$ cat config.mk
export PLATFORM = sky130hd
export DESIGN_NAME = u32_to_decimal_ascii
export DESIGN_NICKNAME = d
export VERILOG_FILES = /design/src/rtl/u2da_pkg.sv /design/src/rtl/u32_to_decimal_ascii.sv /design/src/rtl/u2da_dp.sv /design/src/rtl/u2da_ctrl.sv
export SDC_FILE = /design/constraint.sdc
export NUM_CORES = 1
export LEC_CHECK = 0
export BUFFER_PORTS_ARGS = -buffer_cell sky130_fd_sc_hd__buf_2
export CAP_MARGIN = 10
export CELL_PAD_IN_SITES_DETAIL_PLACEMENT = 0
export CELL_PAD_IN_SITES_GLOBAL_PLACEMENT = 1
export CORE_ASPECT_RATIO = 0.5
export CORE_UTILIZATION = 35
export DETAILED_ROUTE_END_ITERATION = 8
export GPL_TIMING_DRIVEN = 1
export PLACE_DENSITY_LB_ADDON = 0.1
export SYNTH_ARGS = -nofsm -noshare
export SYNTH_HDL_FRONTEND = slang
export SYNTH_HIERARCHICAL = 1
export SYNTH_SLANG_ARGS = --single-unit
$ cat constraint.sdc
create_clock -name i_clk -period 2 [get_ports i_clk]
set_input_delay 0.2 -clock i_clk [delete_from_list [all_inputs] [get_ports i_clk]]
set_output_delay 0.2 -clock i_clk [all_outputs]
set_load 0.005 [all_outputs]
$ cat src/rtl/u2da_pkg.sv
`timescale 1ns / 1ps

package u2da_pkg;

    localparam int VALUE_W  = 32;
    localparam int N_DIGITS = 10;
    localparam int BCD_W    = 4 * N_DIGITS;
    localparam int STEP_W   = $clog2(VALUE_W);
    localparam int IDX_W    = $clog2(N_DIGITS);
    localparam int CHAR_W   = 6;

    localparam logic [CHAR_W-1:0] ASCII_ZERO = CHAR_W'(48);

    typedef enum logic [1:0] {
        S_IDLE,
        S_CONV,
        S_LOCATE,
        S_EMIT
    } t_state;

    // Commands from the controller to the datapath.
    typedef struct packed {
        logic load;
        logic step;
        logic locate;
        logic emit;
    } t_cmd;

    // Status from the datapath to the controller.
    typedef struct packed {
        logic step_last;
        logic idx_zero;
        logic out_free;
    } t_sts;

endpackage

$ cat src/rtl/u32_to_decimal_ascii.sv
`timescale 1ns / 1ps

// Unsigned 32-bit binary to decimal ASCII converter. Each input item is one
// number; the block returns its decimal digits as ASCII codes, most
// significant first, one digit per result item, without leading zeros (zero
// gives a single '0'), and marks the least significant digit with
// o_last_digit. An accepted item is converted by a shift-and-add-3 loop
// with one step per input bit, then the leading digit is located and the
// digits follow at up to one per cycle as the sink takes them. The output
// register holds the last digit of one number while the next number is
// accepted and converted.

module u32_to_decimal_ascii (
    input  logic                         i_clk,
    input  logic                         i_rst_n,
    input  logic                         i_valid,
    output logic                         o_stall,
    input  logic [u2da_pkg::VALUE_W-1:0] i_value,
    output logic                         o_valid,
    input  logic                         i_stall,
    output logic [u2da_pkg::CHAR_W-1:0]  o_digit_char,
    output logic                         o_last_digit
);
    import u2da_pkg::*;

    t_cmd cmd;
    t_sts sts;

    u2da_ctrl u_ctrl (
        .i_clk   (i_clk),
        .i_rst_n (i_rst_n),
        .i_valid (i_valid),
        .i_sts   (sts),
        .o_stall (o_stall),
        .o_cmd   (cmd)
    );

    u2da_dp u_dp (
        .i_clk        (i_clk),
        .i_rst_n      (i_rst_n),
        .i_value      (i_value),
        .i_stall      (i_stall),
        .i_cmd        (cmd),
        .o_sts        (sts),
        .o_valid      (o_valid),
        .o_digit_char (o_digit_char),
        .o_last_digit (o_last_digit)
    );

endmodule

$ cat src/rtl/u2da_dp.sv
`timescale 1ns / 1ps

module u2da_dp (
    input  logic                         i_clk,
    input  logic                         i_rst_n,
    input  logic [u2da_pkg::VALUE_W-1:0] i_value,
    input  logic                         i_stall,
    input  u2da_pkg::t_cmd               i_cmd,
    output u2da_pkg::t_sts               o_sts,
    output logic                         o_valid,
    output logic [u2da_pkg::CHAR_W-1:0]  o_digit_char,
    output logic                         o_last_digit
);
    import u2da_pkg::*;

    logic [VALUE_W-1:0] r_bin;
    logic [BCD_W-1:0]   r_bcd;
    logic [STEP_W-1:0]  r_cnt;
    logic [IDX_W-1:0]   r_idx;
    logic               r_out_valid;
    logic [CHAR_W-1:0]  r_digit;
    logic               r_last;

    logic [BCD_W-1:0]   n_bcd_adj;
    logic [IDX_W-1:0]   n_lead;
    logic [3:0]         sel_digit;

    // Add three to every digit of five or more before the shift.
    always_comb begin
        for (int i = 0; i < N_DIGITS; i++) begin
            if (r_bcd[4*i +: 4] >= 4'd5) begin
                n_bcd_adj[4*i +: 4] = r_bcd[4*i +: 4] + 4'd3;
            end else begin
                n_bcd_adj[4*i +: 4] = r_bcd[4*i +: 4];
            end
        end
    end

    // Most significant non-zero digit; zero gives the lowest digit.
    always_comb begin
        n_lead = '0;
        for (int i = 0; i < N_DIGITS; i++) begin
            if (r_bcd[4*i +: 4] != 4'd0) begin
                n_lead = IDX_W'(i);
            end
        end
    end

    assign sel_digit = r_bcd[{r_idx, 2'b00} +: 4];

    always_ff @(posedge i_clk) begin
        if (i_cmd.load) begin
            r_bin <= i_value;
            r_bcd <= '0;
            r_cnt <= '0;
        end else if (i_cmd.step) begin
            r_bcd <= {n_bcd_adj[BCD_W-2:0], r_bin[VALUE_W-1]};
            r_bin <= {r_bin[VALUE_W-2:0], 1'b0};
            r_cnt <= r_cnt + STEP_W'(1);
        end
        if (i_cmd.locate) begin
            r_idx <= n_lead;
        end else if (i_cmd.emit) begin
            r_idx <= r_idx - IDX_W'(1);
        end
        if (i_cmd.emit) begin
            r_digit <= ASCII_ZERO + {{(CHAR_W-4){1'b0}}, sel_digit};
            r_last  <= (r_idx == '0);
        end
    end

    always_ff @(posedge i_clk) begin
        if (!i_rst_n) begin
            r_out_valid <= 1'b0;
        end else if (i_cmd.emit) begin
            r_out_valid <= 1'b1;
        end else if (!i_stall) begin
            r_out_valid <= 1'b0;
        end
    end

    assign o_sts.step_last = (r_cnt == STEP_W'(VALUE_W - 1));
    assign o_sts.idx_zero  = (r_idx == '0);
    assign o_sts.out_free  = !r_out_valid || !i_stall;

    assign o_valid      = r_out_valid;
    assign o_digit_char = r_digit;
    assign o_last_digit = r_last;

endmodule

$ cat src/rtl/u2da_ctrl.sv
`timescale 1ns / 1ps

module u2da_ctrl (
    input  logic           i_clk,
    input  logic           i_rst_n,
    input  logic           i_valid,
    input  u2da_pkg::t_sts i_sts,
    output logic           o_stall,
    output u2da_pkg::t_cmd o_cmd
);
    import u2da_pkg::*;

    t_state r_state;
    t_state n_state;

    always_ff @(posedge i_clk) begin
        if (!i_rst_n) begin
            r_state <= S_IDLE;
        end else begin
            r_state <= n_state;
        end
    end

    always_comb begin
        n_state = r_state;
        o_cmd   = '0;
        o_stall = 1'b1;
        case (r_state)
            S_IDLE: begin
                o_stall = 1'b0;
                if (i_valid) begin
                    o_cmd.load = 1'b1;
                    n_state    = S_CONV;
                end
            end
            S_CONV: begin
                o_cmd.step = 1'b1;
                if (i_sts.step_last) begin
                    n_state = S_LOCATE;
                end
            end
            S_LOCATE: begin
                o_cmd.locate = 1'b1;
                n_state      = S_EMIT;
            end
            S_EMIT: begin
                if (i_sts.out_free) begin
                    o_cmd.emit = 1'b1;
                    if (i_sts.idx_zero) begin
                        n_state = S_IDLE;
                    end
                end
            end
            default: begin
                n_state = S_IDLE;
            end
        endcase
    end

endmodule

# Word level (Yosys, flattened, before mapping)
# Cells that the tools add are included.
# op_classes
n_mux	37
shifts	1
reduce_logical	17
add_sub_neg	13
n_eq_ne	9
n_lt_le_gt_ge	10
# op_table
operator	n
32-bit 2-to-1 mux	2
4-bit 2-to-1 mux	13
4-bit by 3-bit >= comparator with 1-bit output, second input constant	10
40-bit by 7-bit indexed part select with 4-bit output	1
4-bit by 2-bit adder with 4-bit output, second input constant	9
4-bit nonzero test	9
3-bit 2-to-1 mux	5
2-bit 2-to-1 mux	6
1-bit 2-to-1 mux	10
2-bit != test, second input constant	4
2-bit case mux with 4 select lines	1
5-bit by 5-bit adder with 6-bit output, first input constant	1
5-bit by 1-bit adder with 5-bit output, second input constant	1
5-bit equality test, second input constant	1
2-bit equality test, second input constant	2
4-bit logical NOT	1
4-bit AND reduction	1
2-bit nonzero test	2
4-bit by 1-bit subtractor with 4-bit output, second input constant	1
3-bit by 2-bit adder with 3-bit output, second input constant	1
2-bit by 1-bit equality test with 1-bit output, second input constant	1
1-bit logical NOT	2
2-bit logical NOT	1
2-bit by 1-bit != test with 1-bit output, second input constant	1
1-bit logical OR	1
# totals
output_inout_bits	9
inputBits	36
regBits	91
word_cells	95

# Depth between registers and ports, before layout
# Gate-level depths: netlist (run 1).
# depth
ltp_word	11
ltp_mapped	8
depth_no_buf	6

# Cells and area by module
# Netlist (run 1), hierarchy kept.
# modules_own_cells
module	area_each_um2	cells_per_inst	seq_area_each_um2	instances
u2da_dp	4713.3	468	2152.1	1
u2da_ctrl	181.4	22	40.0	1

# Worst setup path before layout (run 1)
# OpenSTA, ideal clock, no wires.
# synth_path
path_kind	register to register
from	register u_ctrl.r_state[0]
to	register u_dp.r_bin[0], enable pin
arrival_ns	1.690
synth_period_minus_slack_ns	2.065
n_path_buf	2
required_ns	1.625
path_stages_with_launch	8
setup_ns	0.375
slack_ns	-0.065
path_cell_list	dfxtp_1 > inv_1 > ha_1 > inv_1 > nor2_1 > clkbuf_1 > clkbuf_1 > or2_2
# synth_lines
element	line	source
from (decl)	u2da_ctrl.sv:13	t_state r_state;
from (signal assigned)	u2da_ctrl.sv:20	r_state <= n_state;
to (signal assigned)	u2da_dp.sv:53	r_bin <= i_value;
to (signal assigned)	u2da_dp.sv:58	r_bin <= {r_bin[VALUE_W-2:0], 1'b0};
to (decl)	u2da_dp.sv:16	logic [VALUE_W-1:0] r_bin;

==> results.yml, run 1 <==
status:
  status: "finished, final reports clean"
power_and_ir_drop:
  clockPowerShare: 0.218
  peakVddDrop_mv: 0.492
  p_int_uw: 5340
  seqPwrFrac: 0.369
  power_frac_comb: 0.413
  power_leakage_uw: 0.00211
  powerDensity_nw_per_um2: 1450
  switchingPower_uw: 3000
  swShare: 0.359
detailed_routing:
  finalWirelength_um: 11100
  firstDrtPassIters: 4
  drtAntennaViolNets: 0
  drcViolationCount: 0
  vias: 3663
  post_drt_wl_per_cell_um: 15.0
  initialDrtViolationCount: 199
  viasPerCell: 4.98
layout:
  nets: 603
  diodes: 0
  area_delta_synth_final_pct: 17.7
  finalCoreUtilization: 0.424
  final_cells: 736
  drive_above_1_share: 0.222
die:
  die_area_um2: 14500
  die_h_um: 85.6
  die_x_um: 169
  coreArea_um2: 13600
  pin_count: 45
  start_util: 0.360
  num_rows: 30
placement:
  gp_congestion: 0.768
  hpwl_um: 7730
  place_ws_ns: 0.212
  dpl.cell_count: 720
  port_buffers: 42
yosys:
  synth_common_cells: "dfxtp_1 (48), nand2_1 (42), edfxtp_1 (41), a21oi_1 (34), mux2_2 (33)"
  yosys.cell_types.count: 37
  yosysWarnings: 6
  synth-edff-count: 41
  ys_ff_latch: 89
  ys.flop_type: "dfxtp_1"
  async_flop_share: 0
  avgSynthCellArea_um2: 9.99
  yosysMostFrequentCell: "dfxtp_1"
  synthCells: 490
  ys_seq_area_frac: 0.448
  synth.largest_area_cell: "edfxtp_1"
  synth_top_cells_by_area: "edfxtp_1 (25%), dfxtp_1 (20%), mux2_2 (7.6%), ha_1 (7.2%), a21oi_1 (3.5%)"
  synth.top_cell.area_share: 0.252
  mappedNetlistArea_um2: 4890
flow_run:
  drv_cap: 0
critical_path:
  critPathRequiredTime_ns: 2.09
  start_kind: "flip-flop"
  slowest_delay_ns: 0.35
  worst_path_most_repeated_cell: "inv_1"
  path_cells: "inv_1 > ha_1 > inv_1 > nor2_4 > buf_12 > mux2_2"
  path_class: "reg2reg"
  rrSetupSlack_ns: 0.18
  critPathSlowestCell: "dfxtp_1"
  cp.arrival_ns: 1.91
  path_max_fanout: 29
  critPathCaptureType: "flip-flop"
clock_tree:
  clk_path_buf_depth: 2
  clkSlewWorstSetupHoldPaths_ns: 0.08
  ctsResizeCount: 0
  clk_latency_ns: 0.35
  post-cts-setup-buffers: 0
  cts_hold_buf: 0
  cts_tree: "yes"
  htreeDepth: 3
  cts-buffers-inserted: 9
  cts.sinks: 89
  cts-root-buf: "clkbuf_16"
global_routing:
  grt_pass1_vias: 3489
  grt_usage: 0.167
  grt.overflow.total: 0
  antenna_found_initial: 0
  grt_pass1_wl_um: 18700
  grt_max_degree: 39
timing:
  max_freq_mhz: 551
  setup_ws_ns: 0.184
  finalHoldViolCount: 0
  finalCriticalPeriod_ns: 1.82
  fin_crit_sh: 0.908
  slew_viol_final: 0
  slew_headroom: 0.636
  fin_skew_ns: 0.0132
  timing.hold.ws_ns: 0.115
  setup_viol: 0
  tightest_slew_ns: 0.546
  grt_setup_unrepaired: "false"
  setup_tns_ns: 0
hold_path:
  hold_class: "in2reg"
state kept, by name, summed over array words and instances, names as in the netlist:
name,count
u_dp/o_last_digit,1
u_dp/r_bcd,40
u_ctrl/r_state,2
u_dp/o_digit_char,4
u_dp/o_valid,1
u_dp/r_idx,4
u_dp/r_bin,32
u_dp/r_cnt,5
power groups by stage:
stage	clock, uW	combinational, uW	sequential, uW
2_1_floorplan	0	2520	2980
3_3_place_gp	0	3440	3120
3_5_place_dp	0	3460	3110
4_1_cts	1890	3480	3090
5_1_grt	1960	3890	3170
6_report	1820	3440	3080
layer usage:
layer | track usage | vias to the layer above | wire [um]
li1 | - | 1854 | -
met1 | 0.257 | 1714 | 6080
met2 | 0.230 | 88 | 4380
met3 | 0.0466 | 7 | 544
met4 | 0.0319 | 0 | 74
met5 | 0 | - | 0
area by class of cell:
| cell class | count | area (um^2) |
|---|---|---|
| Multi-Input combinational cell | 347 | 2480 |
| Tap cell | 192 | 240 |
| Sequential cell | 89 | 2190 |
| Timing Repair Buffer | 63 | 418 |
| Clock buffer | 9 | 225 |
| Inverter | 29 | 109 |
| Fill cell | 1361 | 7830 |
| Clock inverter | 7 | 95.1 |
path summary, 6_finish.rpt:
check	depth (start not counted)	start	endpoint
max reg2reg	6	u_ctrl/r_state[0]	u_dp/r_bin[7]
max	6	u_ctrl/r_state[0]	u_dp/r_bin[7]
min reg2reg	2	u_dp/r_bin[31]	u_dp/r_bcd[0]
min	3	i_stall	u_dp/o_valid
cells by family after synthesis:
kind of cell	Yosys count	synth area share
AOI/OAI and AO/OA	117	0.140
xor gates and xnor gates	15	0.0268
adders and majority gates	28	0.0716
buffers and inverters	55	0.0483
DFF	89	0.448
muxes	50	0.128
other	1	0.000766
and+or+nand+nor	135	0.137
per-stage QoR:
stage / power (uW) / cell area (um^2)
3_5_place_dp: 6580 / 5440
2_1_floorplan: 5500 / 4900
5_1_grt: 9020 / 5760
6_report: 8340 / 5760
4_1_cts: 8450 / 5760
3_3_place_gp: 6560 / 5440
critical path, delay by kind of cell, from the launching register on:
family	cells	cell delay, ns
adders and majority gates	1	0.19
buffers and inverters	3	0.41
DFF	1	0.35
muxes	1	0.35
and+or+nand+nor	1	0.23
placed cells by master, fill, tap and decap left out, types with 4 or more instances in the layout:
cell type / Yosys / routed
dfxtp_1: 48 / 48
buf_2: 9 / 42
nand2_1: 42 / 42
edfxtp_1: 41 / 41
a21oi_1: 34 / 34
mux2_2: 33 / 33
o21ai_0: 30 / 30
nor2_1: 31 / 30
inv_1: 29 / 29
ha_1: 28 / 27
o22ai_1: 25 / 25
nand2b_1: 23 / 23
a211oi_1: 20 / 20
buf_4: 3 / 17
nor3b_1: 15 / 15
xnor2_1: 12 / 12
nand3_1: 12 / 12
mux2i_1: 11 / 11
clkbuf_16: 0 / 9
mux4_2: 4 / 4
buf_12: 0 / 4
Power figures use the tool's default switching activity.
==> run 2, diff against run 1 <==
--- a/config.mk
+++ b/config.mk
@@ -9,7 +9,8 @@
 export CAP_MARGIN = 10
 export CELL_PAD_IN_SITES_DETAIL_PLACEMENT = 0
 export CELL_PAD_IN_SITES_GLOBAL_PLACEMENT = 1
-export CORE_ASPECT_RATIO = 0.5
+export CORE_ASPECT_RATIO = 0.9
+export CORE_MARGIN = 2
 export CORE_UTILIZATION = 35
 export DETAILED_ROUTE_END_ITERATION = 8
 export GPL_TIMING_DRIVEN = 1
==> constraint.sdc (replaced) <==
create_clock -name i_clk -period 2.4 [get_ports i_clk]
set_input_delay 0.24 -clock i_clk [delete_from_list [all_inputs] [get_ports i_clk]]
set_output_delay 0.24 -clock i_clk [all_outputs]
set_load 0.005 [all_outputs]
==> results.yml, run 2 (synthesis results as in run 1) <==
critical_path:
  critPathCaptureType: "flip-flop"
  path_max_fanout: 13
  slowest_delay_ns: 0.50
  path_class: "reg2reg"
  crit_buf_inv: 2
  path_delay_family: "flip-flops"
  path_cells: "buf_4 > inv_1 > ha_1 > and2_1 > nand2_1 > a222oi_1 > mux2i_1"
  critPathRequiredTime_ns: 2.67
  start_kind: "flip-flop"
  critPathSlowestCell: "edfxtp_1"
  cp.arrival_ns: 2.20
  rrSetupSlack_ns: 0.47
global_routing:
  grt_use_met1: 0.218
  grt_pass1_vias: 3440
  grt_pass1_wl_um: 17700
  gr-usage-met2: 0.226
  met3_usage: 0.0431
  grt_usage: 0.151
  grt_busiest_layer: "met2"
  antenna_found_initial: 0
  grt.overflow.total: 0
  grt_max_degree: 53
clock_tree:
  ctsResizeCount: 0
  clkSlewWorstSetupHoldPaths_ns: 0.07
  htreeDepth: 3
  cts-root-buf: "clkbuf_16"
  cts-buffers-inserted: 9
  clk_path_buf_depth: 2
  clk_latency_ns: 0.34
  cts.sinks: 89
  post-cts-setup-buffers: 0
  cts_hold_buf: 0
  cts_tree: "yes"
timing:
  fin_crit_sh: 0.806
  slew_viol_final: 0
  grt_setup_unrepaired: "false"
  max_freq_mhz: 517
  setup_ws_ns: 0.466
  finalCriticalPeriod_ns: 1.93
  timing.hold.ws_ns: 0.172
  setup_viol: 0
  finalHoldViolCount: 0
  setup_tns_ns: 0
  fin_skew_ns: 0.00560
placement:
  port_buffers: 42
  hpwl_um: 7650
  place_ws_ns: 0.462
  gp_congestion: 0.814
layout:
  final_common_cell: "dfxtp_1"
  layout_common_cells: "dfxtp_1 (48), buf_2 (42), nand2_1 (42)"
  reg_top3: "u_dp/r_bcd: 40 flops, u_dp/r_bin: 32 flops, u_dp/r_cnt: 5 flops"
  fillCellCount: 1343
  finalCoreUtilization: 0.414
  top_register: "u_dp/r_bcd"
  drive_above_1_share: 0.204
  area_delta_synth_final_pct: 14.4
  nets: 593
  diodes: 0
  largest_register_ffs: 40
status:
  status: "finished, final reports clean"
detailed_routing:
  finalWirelength_um: 10600
  vias: 3581
  initialDrtViolationCount: 205
  drcViolationCount: 0
  post_drt_wl_per_cell_um: 15.2
  drtAntennaViolNets: 0
  viasPerCell: 5.10
  firstDrtPassIters: 4
hold_path:
  hold_class: "in2reg"
die:
  num_rows: 40
  coreArea_um2: 13500
  start_util: 0.362
  die_x_um: 129
  pin_count: 45
  die_h_um: 116
  die_area_um2: 14900
power_and_ir_drop:
  total_power_uw: 6660
  powerDensity_nw_per_um2: 1190
  power_leakage_uw: 0.00204
  peakVddDrop_mv: 0.495
flow_run:
  drv_cap: 0
==> run 2: area by class of cell <==
cell class / instances / area [um^2] / share of cell area
multi-input cells: 347 / 2480 / 0.443
flip-flops and latches: 89 / 2190 / 0.392
repair buffers: 53 / 318 / 0.0568
clock buffers: 11 / 233 / 0.0416
well taps: 168 / 210 / 0.0375
inverters: 29 / 109 / 0.0194
clock inverters: 5 / 57.6 / 0.0103
==> run 2: power by group <==
| group | internal (uW) | leakage (uW) | switching, uW | total (uW) |
|---|---|---|---|---|
| registers | 2270 | 0.000785 | 358 | 2620 |
| logic | 1230 | 0.00111 | 1400 | 2630 |
| clock network | 808 | 0.000143 | 593 | 1400 |
==> run 2: path summary, 6_finish.rpt <==
path,from,endpoint,cells past startpoint
hold / removal,i_stall,u_dp/o_valid,3
setup / recovery,u_dp/r_idx[0],u_ctrl/r_state[0],7
hold reg to reg,u_dp/r_bin[31],u_dp/r_bcd[0],2
setup reg to reg,u_dp/r_idx[0],u_ctrl/r_state[0],7
==> run 2: tightest hold or removal path: cells and delay by family <==
family                 cells  cell delay [ns]
and+or+nand+nor            1             0.09
AOI/OAI and AO/OA          1             0.06
buffers and inverters      1             0.09
==> run 2: per-layer routing <==
metal / vias up / wire (um)
li1: 1834 / -
met1: 1699 / 5520
met2: 41 / 4670
met5: - / 0
met4: 0 / 92
met3: 7 / 358
==> run 2: through the flow <==
step	instance area, um^2	cells
2_1_floorplan	4900	491
3_3_place_gp	5310	686
3_5_place_dp	5310	686
4_1_cts	5600	702
5_1_grt	5600	702
6_report	5600	702
==> run 3, diff against run 2 <==
==> constraint.sdc (replaced) <==
create_clock -name i_clk -period 2 [get_ports i_clk]
set_input_delay 0.2 -clock i_clk [delete_from_list [all_inputs] [get_ports i_clk]]
set_output_delay 0.2 -clock i_clk [all_outputs]
set_load 0.005 [all_outputs]
==> results.yml, run 3 (synthesis results as in run 1) <==
die:
  die_x_um: 129
  start_util: 0.362
  die_h_um: 116
  die_area_um2: 14900
  pin_count: 45
  coreArea_um2: 13500
  num_rows: 40
layout:
  diodes: 0
  layout_common_cells: "dfxtp_1 (48), buf_2 (42), nand2_1 (42)"
  drive_above_1_share: 0.209
  nets: 595
  reg_top3: "u_dp/r_bcd: 40 flops, u_dp/r_bin: 32 flops, u_dp/r_cnt: 5 flops"
  largest_register_ffs: 40
  area_delta_synth_final_pct: 15.6
  top_register: "u_dp/r_bcd"
  fillCellCount: 1367
  final_common_cell: "dfxtp_1"
timing:
  setup_viol: 0
  grt_setup_unrepaired: "false"
  slew_viol_final: 0
  finalCriticalPeriod_ns: 1.87
  fin_crit_sh: 0.937
  finalHoldViolCount: 0
  timing.hold.ws_ns: 0.135
  setup_tns_ns: 0
  fin_skew_ns: 0.00440
  max_freq_mhz: 534
power_and_ir_drop:
  powerDensity_nw_per_um2: 1450
  peakVddDrop_mv: 0.569
  power_leakage_uw: 0.00206
  total_power_uw: 8190
critical_path:
  path_class: "reg2reg"
  path_cells: "inv_1 > ha_1 > nor3b_1 > inv_1 > o221ai_1 > a31oi_1"
  path_max_fanout: 5
  critPathCaptureType: "flip-flop"
  worst_path_most_repeated_cell: "inv_1"
  start_kind: "flip-flop"
  cp.arrival_ns: 1.95
  slowest_delay_ns: 0.45
  critPathSlowestCell: "nor3b_1"
  critPathRequiredTime_ns: 2.08
detailed_routing:
  finalWirelength_um: 10800
  drtAntennaViolNets: 0
  post_drt_wl_per_cell_um: 15.3
  vias: 3613
  drcViolationCount: 0
  initialDrtViolationCount: 238
  firstDrtPassIters: 4
  viasPerCell: 5.13
global_routing:
  grt_busiest_layer: "met2"
  grt_pass1_wl_um: 17400
  grt_pass1_vias: 3366
  gr-usage-met2: 0.228
  grt_max_degree: 46
  antenna_found_initial: 0
  grt_usage: 0.149
  grt.overflow.total: 0
  met3_usage: 0.0344
  grt_use_met1: 0.208
placement:
  hpwl_um: 7630
  gp_congestion: 0.748
  port_buffers: 42
status:
  status: "finished, final reports clean"
clock_tree:
  cts_hold_buf: 0
  cts-buffers-inserted: 9
  htreeDepth: 3
  post-cts-setup-buffers: 0
  clk_path_buf_depth: 2
  clk_latency_ns: 0.34
  cts_tree: "yes"
  ctsResizeCount: 0
  clkSlewWorstSetupHoldPaths_ns: 0.07
  cts.sinks: 89
  cts-root-buf: "clkbuf_16"
hold_path:
  hold_class: "in2reg"
flow_run:
  drv_cap: 0
run 3: worst max-delay path, delay by kind of cell, from the launching register on:
family                   cells  cell delay [ns]
AND/OR/NAND/NOR              1             0.45
flip-flops                   1             0.36
AO/OA/AOI/OAI                2             0.36
adder cells (fa/ha/maj)      1             0.25
buffers and inverters        2             0.18
run 3: path summary, 6_finish.rpt:
check | slack (ns) | from | endpoint | depth (start not counted)
worst max-delay path | 0.13 | u_dp/r_bcd[20] | u_dp/r_idx[0] | 6
worst min-delay path | 0.13 | i_stall | u_dp/o_valid | 3
worst max register to register | 0.13 | u_dp/r_bcd[20] | u_dp/r_idx[0] | 6
worst min register to register | 0.50 | u_dp/r_bin[31] | u_dp/r_bcd[0] | 2
run 3: where the power goes:
group	internal (uW)	switching [uW]	leakage, uW
clock network	1090	731	0.000153
logic	1500	1770	0.00113
registers	2720	371	0.000785
total	5310	2870	0.00206
run 3: layer usage:
metal	up-vias	wire length, um
met5	-	0
met4	0	119
met3	11	308
met2	46	4920
met1	1715	5440
li1	1841	-
run 3: area by class of cell:
class                      count  area, um^2  share of cell area
multi-input combinational    347        2480               0.439
sequential                    89        2190               0.387
timing repair buffer          55         345              0.0610
inverter                      29         109              0.0192
tap                          168         210              0.0372
clock buffer                   9         225              0.0398
clock inverter                 7        93.8              0.0166
run 3: stage by stage:
stage	setup WS (ns)	utilization	std cells	area (um^2)
final	0.126	0.419	704	5660
after CTS	0.133	0.418	703	5650
after detailed placement	0.154	0.395	687	5330
after global placement	0.197	0.395	687	5330
after floorplan	0.102	-	491	4900
after global routing	0.0120	0.419	704	5660
